===== src/rtl/core/mcfe_pkg.sv =====
// Shared types, register codes, sequencing steps and constants of the current-sensing front end.
`timescale 1ns / 1ps

package mcfe_pkg;

  localparam int SAMPLE_W = 12;
  localparam int WORD_W   = 32;
  localparam int STEP_W   = 4;
  localparam int FLAGS_W  = 5;

  localparam logic signed [31:0] Q24_ONE        = 32'sd16777216;
  localparam logic signed [31:0] Q24_TWO        = 32'sd33554432;
  localparam logic signed [31:0] INV_SQRT3      = 32'sd9686330;
  localparam logic signed [31:0] CENTRE_OFFSET  = 32'sd8388607;
  localparam logic signed [12:0] ADC_MID        = 13'sd2048;

  localparam logic [STEP_W-1:0] STEP_MUL_GAIN  = 4'd0;
  localparam logic [STEP_W-1:0] STEP_MUL_MEAN  = 4'd1;
  localparam logic [STEP_W-1:0] STEP_MUL_REST  = 4'd2;
  localparam logic [STEP_W-1:0] STEP_MUL_TWICE = 4'd3;
  localparam logic [STEP_W-1:0] STEP_DIFF      = 4'd4;
  localparam logic [STEP_W-1:0] STEP_MUL_BETA  = 4'd5;
  localparam logic [STEP_W-1:0] STEP_BETA      = 4'd6;
  localparam logic [STEP_W-1:0] STEP_FLAGS     = 4'd7;
  localparam logic [STEP_W-1:0] STEP_LAST      = 4'd8;

  localparam int FLAG_ALPHA = 0;
  localparam int FLAG_BETA  = 1;
  localparam int FLAG_DIFF  = 2;
  localparam int FLAG_OVER  = 3;
  localparam int FLAG_UNDER = 4;

  typedef enum logic [7:0] {
    REG_GAIN_U      = 8'd0,
    REG_GAIN_V      = 8'd1,
    REG_GAIN_W      = 8'd2,
    REG_SMOOTHING   = 8'd3,
    REG_UDC_OFFSET  = 8'd4,
    REG_UDC_GAIN    = 8'd5,
    REG_TEMP_OFFSET = 8'd6,
    REG_TEMP_GAIN   = 8'd7
  } cfg_index_t;

  typedef enum logic [1:0] {
    ST_IDLE,
    ST_RUN,
    ST_HOLD
  } state_t;

  typedef struct packed {
    logic [SAMPLE_W-1:0] sample_u;
    logic [SAMPLE_W-1:0] sample_v;
    logic [SAMPLE_W-1:0] sample_w;
    logic [SAMPLE_W-1:0] sample_udc;
    logic [SAMPLE_W-1:0] sample_temp;
    logic signed [WORD_W-1:0] current_limit;
    logic signed [WORD_W-1:0] udc_upper;
    logic signed [WORD_W-1:0] udc_lower;
  } sample_t;

  typedef struct packed {
    logic signed [WORD_W-1:0] alpha_current;
    logic signed [WORD_W-1:0] beta_current;
    logic signed [WORD_W-1:0] dc_voltage;
    logic signed [WORD_W-1:0] temperature;
    logic [FLAGS_W-1:0]       warn_flags;
    logic signed [WORD_W-1:0] mean_u_out;
    logic signed [WORD_W-1:0] mean_v_out;
    logic signed [WORD_W-1:0] mean_w_out;
  } result_t;

  typedef struct packed {
    logic [7:0]        index;
    logic [WORD_W-1:0] value;
  } cfg_beat_t;

  typedef struct packed {
    logic signed [WORD_W-1:0] gain_u;
    logic signed [WORD_W-1:0] gain_v;
    logic signed [WORD_W-1:0] gain_w;
    logic [24:0]              smoothing_factor;
    logic signed [11:0]       udc_offset;
    logic signed [WORD_W-1:0] udc_gain;
    logic signed [11:0]       temp_offset;
    logic signed [WORD_W-1:0] temp_gain;
  } cfg_regs_t;

  typedef struct packed {
    logic              active;
    logic [STEP_W-1:0] step;
  } lane_ctrl_t;

endpackage


===== src/rtl/core/mcfe_stream_if.sv =====
// Valid/ready channel interface carrying one payload per beat.
`timescale 1ns / 1ps

interface mcfe_stream_if #(
  parameter type payload_t = logic
);
  logic     valid;
  logic     ready;
  payload_t data;

  modport source (output valid, output data, input ready);
  modport sink (input valid, input data, output ready);
endinterface


===== src/rtl/core/mcfe_phase_lane.sv =====
// Phase current lane: centring, gain, running mean and doubled-current difference.
`timescale 1ns / 1ps

module mcfe_phase_lane (
  input  logic                   clk,
  input  logic                   rst,
  input  mcfe_pkg::lane_ctrl_t   ctrl,
  input  logic [11:0]            sample,
  input  logic signed [31:0]     gain,
  input  logic [24:0]            k,
  output logic signed [31:0]     mean,
  output logic signed [31:0]     diff
);

  logic signed [24:0] centred_raw;
  logic signed [31:0] centred;
  logic signed [25:0] one_minus_k;
  logic signed [26:0] twice;
  logic signed [31:0] op_a;
  logic signed [31:0] op_b;
  logic signed [63:0] prod;
  logic signed [31:0] prod_q24;
  logic signed [31:0] cu;
  logic signed [31:0] mean_part;

  assign centred_raw = $signed({1'b0, sample, 12'b0}) - 25'(mcfe_pkg::CENTRE_OFFSET);
  assign centred     = {{2{centred_raw[24]}}, centred_raw, 5'b0};
  assign one_minus_k = 26'(mcfe_pkg::Q24_ONE) - $signed({1'b0, k});
  assign twice       = 27'(mcfe_pkg::Q24_TWO) - $signed({2'b0, k});
  assign prod_q24    = prod[55:24];

  always_comb begin
    case (ctrl.step)
      mcfe_pkg::STEP_MUL_GAIN: begin
        op_a = centred;
        op_b = gain;
      end
      mcfe_pkg::STEP_MUL_MEAN: begin
        op_a = mean;
        op_b = $signed({7'b0, k});
      end
      mcfe_pkg::STEP_MUL_REST: begin
        op_a = cu;
        op_b = {{6{one_minus_k[25]}}, one_minus_k};
      end
      mcfe_pkg::STEP_MUL_TWICE: begin
        op_a = cu;
        op_b = {{5{twice[26]}}, twice};
      end
      default: begin
        op_a = '0;
        op_b = '0;
      end
    endcase
  end

  always_ff @(posedge clk) begin
    if (ctrl.active) begin
      prod <= 64'(op_a) * 64'(op_b);
      if (ctrl.step == mcfe_pkg::STEP_MUL_MEAN) begin
        cu <= prod_q24;
      end
      if (ctrl.step == mcfe_pkg::STEP_MUL_REST) begin
        mean_part <= prod_q24;
      end
      if (ctrl.step == mcfe_pkg::STEP_DIFF) begin
        diff <= prod_q24 - mean;
      end
    end
  end

  always_ff @(posedge clk) begin
    if (rst) begin
      mean <= '0;
    end else if (ctrl.active && ctrl.step == mcfe_pkg::STEP_MUL_TWICE) begin
      mean <= mean_part + prod_q24;
    end
  end

endmodule


===== src/rtl/core/mcfe_scale_lane.sv =====
// Scalar lane: centres a 12-bit sample, removes an offset and applies a Q8 gain.
`timescale 1ns / 1ps

module mcfe_scale_lane (
  input  logic                 clk,
  input  mcfe_pkg::lane_ctrl_t ctrl,
  input  logic [11:0]          sample,
  input  logic signed [11:0]   offset,
  input  logic signed [31:0]   gain,
  output logic signed [31:0]   value
);

  logic signed [12:0] centred;
  logic signed [63:0] prod;

  assign centred = $signed({1'b0, sample}) - mcfe_pkg::ADC_MID - $signed({offset[11], offset});

  always_ff @(posedge clk) begin
    if (ctrl.active) begin
      if (ctrl.step == mcfe_pkg::STEP_MUL_GAIN) begin
        prod <= 64'(centred) * 64'(gain);
      end
      if (ctrl.step == mcfe_pkg::STEP_MUL_MEAN) begin
        value <= prod[39:8];
      end
    end
  end

endmodule


===== src/rtl/core/mcfe_merge.sv =====
// Merging stage: beta component of the Clarke transform and the warning flags.
`timescale 1ns / 1ps

module mcfe_merge (
  input  logic                 clk,
  input  mcfe_pkg::lane_ctrl_t ctrl,
  input  logic signed [31:0]   alpha,
  input  logic signed [31:0]   tv,
  input  logic signed [31:0]   udc,
  input  logic signed [31:0]   limit,
  input  logic signed [31:0]   upper,
  input  logic signed [31:0]   lower,
  output logic signed [31:0]   beta,
  output logic [4:0]           flags
);

  function automatic logic signed [32:0] magnitude(input logic signed [31:0] x);
    logic signed [32:0] wide;
    wide = {x[31], x};
    return x[31] ? -wide : wide;
  endfunction

  logic signed [31:0] beta_in;
  logic signed [31:0] alpha_minus_beta;
  logic signed [32:0] limit_wide;
  logic signed [63:0] prod;
  logic [4:0]         flags_next;

  assign beta_in          = alpha + {tv[30:0], 1'b0};
  assign alpha_minus_beta = alpha - beta;
  assign limit_wide       = {limit[31], limit};

  always_comb begin
    flags_next = '0;
    flags_next[mcfe_pkg::FLAG_ALPHA] = magnitude(alpha) >= limit_wide;
    flags_next[mcfe_pkg::FLAG_BETA]  = magnitude(beta) >= limit_wide;
    flags_next[mcfe_pkg::FLAG_DIFF]  = magnitude(alpha_minus_beta) >= limit_wide;
    flags_next[mcfe_pkg::FLAG_OVER]  = udc > upper;
    flags_next[mcfe_pkg::FLAG_UNDER] = udc < lower;
  end

  always_ff @(posedge clk) begin
    if (ctrl.active) begin
      if (ctrl.step == mcfe_pkg::STEP_MUL_BETA) begin
        prod <= 64'(beta_in) * 64'(mcfe_pkg::INV_SQRT3);
      end
      if (ctrl.step == mcfe_pkg::STEP_BETA) begin
        beta <= prod[55:24];
      end
      if (ctrl.step == mcfe_pkg::STEP_FLAGS) begin
        flags <= flags_next;
      end
    end
  end

endmodule


===== src/rtl/core/motor_adc_clarke_front_end_top.sv =====
// Top level of the three-phase current-sensing front end with Clarke transform.
`timescale 1ns / 1ps

// Usage:
// samples carries one ADC conversion set per beat (three phase currents, DC-link
// voltage, temperature and the limits for this set); results carries one beat per set
// with alpha, beta, scaled voltage and temperature, warning flags and the updated means.
// cfg writes the gain, smoothing and offset registers; it is always ready and is
// meant to be written only while no set is in flight.
// A set is taken only while the block is idle. Five lanes (three phase currents,
// voltage, temperature) each own one multiplier; the phase lanes run four dependent
// multiplies in sequence and the merge stage adds one more for beta, so a set is
// worked through all its steps before the next set can be accepted.
// The result sits in an output register, so the next set is taken and worked on
// while the previous result waits. If the receiver still stalls when the next result
// is finished, the block holds that result and takes no new set until it moves.
// Synchronous reset loads the register defaults, clears the running means and
// empties the output register.
module motor_adc_clarke_front_end_top (
  input  logic           clk,
  input  logic           rst,
  mcfe_stream_if.sink    samples,
  mcfe_stream_if.source  results,
  mcfe_stream_if.sink    cfg
);

  mcfe_pkg::state_t            state;
  mcfe_pkg::state_t            state_next;
  logic [mcfe_pkg::STEP_W-1:0] step;
  mcfe_pkg::sample_t           in_reg;
  mcfe_pkg::cfg_regs_t         regs;
  mcfe_pkg::cfg_beat_t         cfg_beat;
  mcfe_pkg::lane_ctrl_t        ctrl;
  mcfe_pkg::result_t           out_data;
  logic                        out_valid;
  logic                        in_ready;
  logic                        load;
  logic                        accept;
  logic                        finished;

  logic signed [31:0] mean_u;
  logic signed [31:0] mean_v;
  logic signed [31:0] mean_w;
  logic signed [31:0] diff_u;
  logic signed [31:0] diff_v;
  logic signed [31:0] udc;
  logic signed [31:0] temp;
  logic signed [31:0] beta;
  logic [4:0]         flags;

  assign cfg_beat      = cfg.data;
  assign cfg.ready     = 1'b1;
  assign samples.ready = in_ready;
  assign results.valid = out_valid;
  assign results.data  = out_data;
  assign accept        = samples.valid && in_ready;
  assign finished      = (state == mcfe_pkg::ST_RUN) && (step == mcfe_pkg::STEP_LAST);

  always_comb begin
    state_next = state;
    case (state)
      mcfe_pkg::ST_IDLE: begin
        if (accept) begin
          state_next = mcfe_pkg::ST_RUN;
        end
      end
      mcfe_pkg::ST_RUN: begin
        if (finished) begin
          state_next = load ? mcfe_pkg::ST_IDLE : mcfe_pkg::ST_HOLD;
        end
      end
      mcfe_pkg::ST_HOLD: begin
        if (load) begin
          state_next = mcfe_pkg::ST_IDLE;
        end
      end
      default: begin
        state_next = mcfe_pkg::ST_IDLE;
      end
    endcase
  end

  always_comb begin
    in_ready    = (state == mcfe_pkg::ST_IDLE);
    load        = (finished || state == mcfe_pkg::ST_HOLD) && (!out_valid || results.ready);
    ctrl.active = (state == mcfe_pkg::ST_RUN);
    ctrl.step   = step;
  end

  always_ff @(posedge clk) begin
    if (rst) begin
      state <= mcfe_pkg::ST_IDLE;
      step  <= '0;
    end else begin
      state <= state_next;
      if (accept) begin
        step <= '0;
      end else if (state == mcfe_pkg::ST_RUN && step != mcfe_pkg::STEP_LAST) begin
        step <= step + 1'b1;
      end
    end
  end

  always_ff @(posedge clk) begin
    if (accept) begin
      in_reg <= samples.data;
    end
  end

  always_ff @(posedge clk) begin
    if (rst) begin
      out_valid <= 1'b0;
    end else if (load) begin
      out_valid <= 1'b1;
    end else if (results.ready) begin
      out_valid <= 1'b0;
    end
  end

  always_ff @(posedge clk) begin
    if (load) begin
      out_data.alpha_current <= diff_u;
      out_data.beta_current  <= beta;
      out_data.dc_voltage    <= udc;
      out_data.temperature   <= temp;
      out_data.warn_flags    <= flags;
      out_data.mean_u_out    <= mean_u;
      out_data.mean_v_out    <= mean_v;
      out_data.mean_w_out    <= mean_w;
    end
  end

  always_ff @(posedge clk) begin
    if (rst) begin
      regs.gain_u           <= mcfe_pkg::Q24_ONE;
      regs.gain_v           <= mcfe_pkg::Q24_ONE;
      regs.gain_w           <= mcfe_pkg::Q24_ONE;
      regs.smoothing_factor <= '0;
      regs.udc_offset       <= '0;
      regs.udc_gain         <= 32'sd256;
      regs.temp_offset      <= '0;
      regs.temp_gain        <= 32'sd256;
    end else if (cfg.valid) begin
      case (cfg_beat.index)
        mcfe_pkg::REG_GAIN_U:      regs.gain_u           <= cfg_beat.value;
        mcfe_pkg::REG_GAIN_V:      regs.gain_v           <= cfg_beat.value;
        mcfe_pkg::REG_GAIN_W:      regs.gain_w           <= cfg_beat.value;
        mcfe_pkg::REG_SMOOTHING:   regs.smoothing_factor <= cfg_beat.value[24:0];
        mcfe_pkg::REG_UDC_OFFSET:  regs.udc_offset       <= cfg_beat.value[11:0];
        mcfe_pkg::REG_UDC_GAIN:    regs.udc_gain         <= cfg_beat.value;
        mcfe_pkg::REG_TEMP_OFFSET: regs.temp_offset      <= cfg_beat.value[11:0];
        mcfe_pkg::REG_TEMP_GAIN:   regs.temp_gain        <= cfg_beat.value;
        default: begin
        end
      endcase
    end
  end

  mcfe_phase_lane u_lane_u (
    .clk    (clk),
    .rst    (rst),
    .ctrl   (ctrl),
    .sample (in_reg.sample_u),
    .gain   (regs.gain_u),
    .k      (regs.smoothing_factor),
    .mean   (mean_u),
    .diff   (diff_u)
  );

  mcfe_phase_lane u_lane_v (
    .clk    (clk),
    .rst    (rst),
    .ctrl   (ctrl),
    .sample (in_reg.sample_v),
    .gain   (regs.gain_v),
    .k      (regs.smoothing_factor),
    .mean   (mean_v),
    .diff   (diff_v)
  );

  mcfe_phase_lane u_lane_w (
    .clk    (clk),
    .rst    (rst),
    .ctrl   (ctrl),
    .sample (in_reg.sample_w),
    .gain   (regs.gain_w),
    .k      (regs.smoothing_factor),
    .mean   (mean_w),
    .diff   ()
  );

  mcfe_scale_lane u_lane_udc (
    .clk    (clk),
    .ctrl   (ctrl),
    .sample (in_reg.sample_udc),
    .offset (regs.udc_offset),
    .gain   (regs.udc_gain),
    .value  (udc)
  );

  mcfe_scale_lane u_lane_temp (
    .clk    (clk),
    .ctrl   (ctrl),
    .sample (in_reg.sample_temp),
    .offset (regs.temp_offset),
    .gain   (regs.temp_gain),
    .value  (temp)
  );

  mcfe_merge u_merge (
    .clk   (clk),
    .ctrl  (ctrl),
    .alpha (diff_u),
    .tv    (diff_v),
    .udc   (udc),
    .limit (in_reg.current_limit),
    .upper (in_reg.udc_upper),
    .lower (in_reg.udc_lower),
    .beta  (beta),
    .flags (flags)
  );

endmodule

===== src/flat_wrapper.sv =====
// flat-port wrapper written by rule: the top's interface ports become plain ports
module motor_adc_clarke_front_end_top_flat 
  (clk, rst, samples_valid, samples_data, samples_ready, results_valid, results_data, results_ready, cfg_valid, cfg_data, cfg_ready);
  mcfe_stream_if samples_i ();
  mcfe_stream_if results_i ();
  mcfe_stream_if cfg_i ();
  input  logic clk;
  input  logic rst;
  input wire logic [$bits(samples_i.valid)-1:0] samples_valid;
  input wire logic [$bits(samples_i.data)-1:0] samples_data;
  output wire logic [$bits(samples_i.ready)-1:0] samples_ready;
  output wire logic [$bits(results_i.valid)-1:0] results_valid;
  output wire logic [$bits(results_i.data)-1:0] results_data;
  input wire logic [$bits(results_i.ready)-1:0] results_ready;
  input wire logic [$bits(cfg_i.valid)-1:0] cfg_valid;
  input wire logic [$bits(cfg_i.data)-1:0] cfg_data;
  output wire logic [$bits(cfg_i.ready)-1:0] cfg_ready;
  assign samples_i.valid = samples_valid;
  assign samples_i.data = samples_data;
  assign samples_ready = samples_i.ready;
  assign results_valid = results_i.valid;
  assign results_data = results_i.data;
  assign results_i.ready = results_ready;
  assign cfg_i.valid = cfg_valid;
  assign cfg_i.data = cfg_data;
  assign cfg_ready = cfg_i.ready;
  motor_adc_clarke_front_end_top u_core (.clk(clk), .rst(rst), .samples(samples_i), .results(results_i), .cfg(cfg_i));
endmodule

===== config.mk =====
export PLATFORM = sky130hd
export DESIGN_NAME = motor_adc_clarke_front_end_top_flat
export DESIGN_NICKNAME = d
export VERILOG_FILES = /design/src/rtl/core/mcfe_pkg.sv /design/src/rtl/core/mcfe_stream_if.sv /design/src/rtl/core/mcfe_phase_lane.sv /design/src/rtl/core/mcfe_scale_lane.sv /design/src/rtl/core/mcfe_merge.sv /design/src/rtl/core/motor_adc_clarke_front_end_top.sv /design/src/flat_wrapper.sv
export SDC_FILE = /design/constraint.sdc
export NUM_CORES = 1
export LEC_CHECK = 0
export BUFFER_PORTS_ARGS = -buffer_cell sky130_fd_sc_hd__buf_2
export CORE_MARGIN = 2
export CORE_UTILIZATION = 46
export DETAILED_ROUTE_END_ITERATION = 8
export GPL_TIMING_DRIVEN = 0
export PLACE_DENSITY = 0.71
export SLEW_MARGIN = 30
export SYNTH_ARGS = -nofsm -noshare
export SYNTH_HDL_FRONTEND = slang
export SYNTH_SLANG_ARGS = --single-unit
export TNS_END_PERCENT = 5

===== constraint.sdc =====
create_clock -name clk -period 1.62 [get_ports clk]
set_clock_uncertainty 0.2 [all_clocks]
set_input_delay 0.162 -clock clk [delete_from_list [all_inputs] [get_ports clk]]
set_output_delay 0.162 -clock clk [all_outputs]
set_load 0.005 [all_outputs]

==> results.yml <==
power:
  pwr_density_cell_nw_per_um2: 786
  switchingPower_uw: 134
  p_int_uw: 439
  leakage_uw: 0.000272
  power_frac_seq: 0.565
  p_sw_frac: 0.233
  pwr-share-clk: 0.338
  ir_worst_vdd_v: 0.000407
  combPwrFrac: 0.097
grt:
  grt_use_total: 0.164
  antenna_found_initial: 0
  grt_max_degree: 8
  overflow: 0
  grt_pass1_wl_mm: 1.69
  grt_pass1_vias: 387
floorplanning:
  row_count: 13
  fp.dieW_um: 40.1
  fp.dieH_um: 40.1
  die-area_um2: 1610
  num_io_pins: 11
  initial_core_util: 0.479
  core_um2: 1250
route:
  routedLengthMet1_um: 514
  top_layer_used: "met4"
  route.met3.wl_um: 27
  ant_nets: 0
  wl_per_cell_um: 12.5
  vias: 457
  drtIter0Drc: 11
  via_per_inst: 5.19
  wl_mm: 1.10
  wl_met2_um: 546
  first_pass_iters: 4
  drc: 0
clock_tree:
  clock_sink_count: 12
  root_buffer: "clkbuf_4"
  clock_latency_ns: 0.27
  cts_htree_levels: 1
  cts_max_path_buffers: 2
  cts_tree: "yes"
  clkTransAtPathRegs_ns: 0.08
  postCtsSetupBuffers: 0
  cts_buffers: 3
setup_path:
  worstPathMaxFanout: 5
  crit_start: "u_core.step[0]"
  reg2reg_from: "u_core.step[0]"
  end_kind: "flop"
  worstSetupPathType: "flop to flop"
  worst_setup_path_start_kind: "flop"
  required_ns: 1.40
  reg2reg_slack_ns: 0.09
  cp.arrival_ns: 1.31
logic_synthesis:
  yosysSeqAreaShare: 0.468
  synthCells: 60
  synth_area_per_cell_um2: 9.99
  synth_nets: 71
  yosysWarnings: 0
  ys_ff_latch: 12
  syn_area_um2: 599
  ys_types: 24
flow_run:
  drv_cap: 0
placed_design:
  hpwl_um: 772
  placed_area_um2: 648
  place_congestion: 0.757
  dp_cells: 81
  port_buffers: 6
sta:
  min_period_over_period: 0.947
  slew_violations: 0
  whs_ns: 0.291
  final_hold_viol_count: 0
  rsz0062_at_grt: "yes"
  finalSetupViolCount: 0
  period_needed_ns: 1.53
  clock.fmax_ghz: 0.652
run_status:
  status: "finished clean"
cells_and_area:
  nets: 85
  layout-drive-gt1-share: 0.301
  multi_input_area_um2: 319
  fillers: 122
  fin_util: 0.582
  seq_area_um2: 283
  n_antenna_cell: 0
  syn_to_final_growth_pct: 21.7
  final_cells: 88
  design_area_um2: 729
hold_path:
  hold_path.class: "flop to flop"
  worstHoldStart: "u_core.u_lane_w.mean[0]"
## layer usage
metal  track usage  vias to the layer above
met5             0                        -
met4         0.103                        0
met3        0.0333                        2
met2         0.242                        6
met1         0.215                      209
li1              -                      240
## cells in the mapped netlist, drive strengths merged
cell     n  share of area
a2111oi  1          0.015
a21o     1          0.013
a21oi    9          0.075
a311oi   1          0.015
and2     2          0.025
and3b    1          0.017
buf      1          0.013
conb     1         0.0063
dfxtp    8           0.27
edfxtp   4           0.20
ha       4          0.084
inv      4          0.025
nand2    3          0.019
nand2b   2          0.033
nand3    4          0.033
nand3b   1          0.013
nor2     2          0.013
nor2b    2          0.021
nor3     1         0.0083
nor4b    1          0.040
o21ai    5          0.042
or3      1          0.010
xnor2    1          0.015
## sequential cells by signal, summed over array words and instances (netlist names)
name,flops
u_core.u_lane_w.mean,1
u_core.u_lane_w.cu,1
u_core.state,2
u_core.step,4
u_core.results.valid,1
u_core.u_lane_w.prod,1
u_core.u_lane_w.mean_part,1
u_core.results.data,1
## cell type report
class,count,share of cell area
plain buffers,1,0.0103
clock buffers,4,0.0360
inverters,4,0.0206
multi-input cells,43,0.437
flip-flops and latches,12,0.388
well taps,15,0.0257
repair buffers,9,0.0823
## layout by cell type, fill, tap and decap left out, types with 3 or more instances in the layout
cell type	count
edfxtp_1	4
dfxtp_1	6
clkbuf_4	3
ha_1	3
buf_2	6
dlygate4sd3_1	3
nand2_1	3
nand3_1	4
o21ai_0	5
a21oi_1	8
## what timing repair did
item	CTS	global route
pin swaps	1	1
resized for setup	4	5
endpoints found under the setup margin	2	2
hold buffers	3	0
hold endpoints to repair	4	0
## power by group through the flow
stage | logic [uW] | registers (uW) | clock network (uW)
detailed placement | 45.2 | 330 | 0
CTS | 51.9 | 323 | 198
floorplan | 32.4 | 328 | 0
finish | 55.7 | 323 | 194
global placement | 44.5 | 330 | 0
global route | 64.8 | 325 | 209
## critical path, stage by stage, from the launching register on
cell	delay [ns]
dfxtp_2	0.35
inv_2	0.09
ha_4	0.15
and3b_2	0.22
a21oi_2	0.07
nor2b_1	0.17
## worst paths after layout
kind,end,cells after the start
worst max register to register,u_core.results.data,5
worst min-delay path,u_core.results.data,0
worst max-delay path,u_core.results.data,5
worst min register to register,u_core.results.data,0
## through the flow
step / setup TNS [ns] / worst slack [ns] / power, uW
floorplan: 0 / 0.0210 / 361
finish: 0 / 0.0858 / 573
detailed placement: -0.115 / -0.113 / 375
global route: -0.000422 / -0.000422 / 598
CTS: 0 / 0.000648 / 573
global placement: -0.0924 / -0.0924 / 374
## kinds of logic (layout without fill, tap and decap cells)
logic type / Yosys count / count (layout) / share of synthesized area
xor+xnor: 1 / 1 / 0.0146
compound gates: 17 / 17 / 0.159
buf+inv: 5 / 18 / 0.0376
fa+ha+maj: 4 / 4 / 0.0835
flops: 12 / 12 / 0.468
other cells: 1 / 1 / 0.00626
simple gates: 20 / 20 / 0.232
Note: power is estimated with default switching activity, not from simulation.
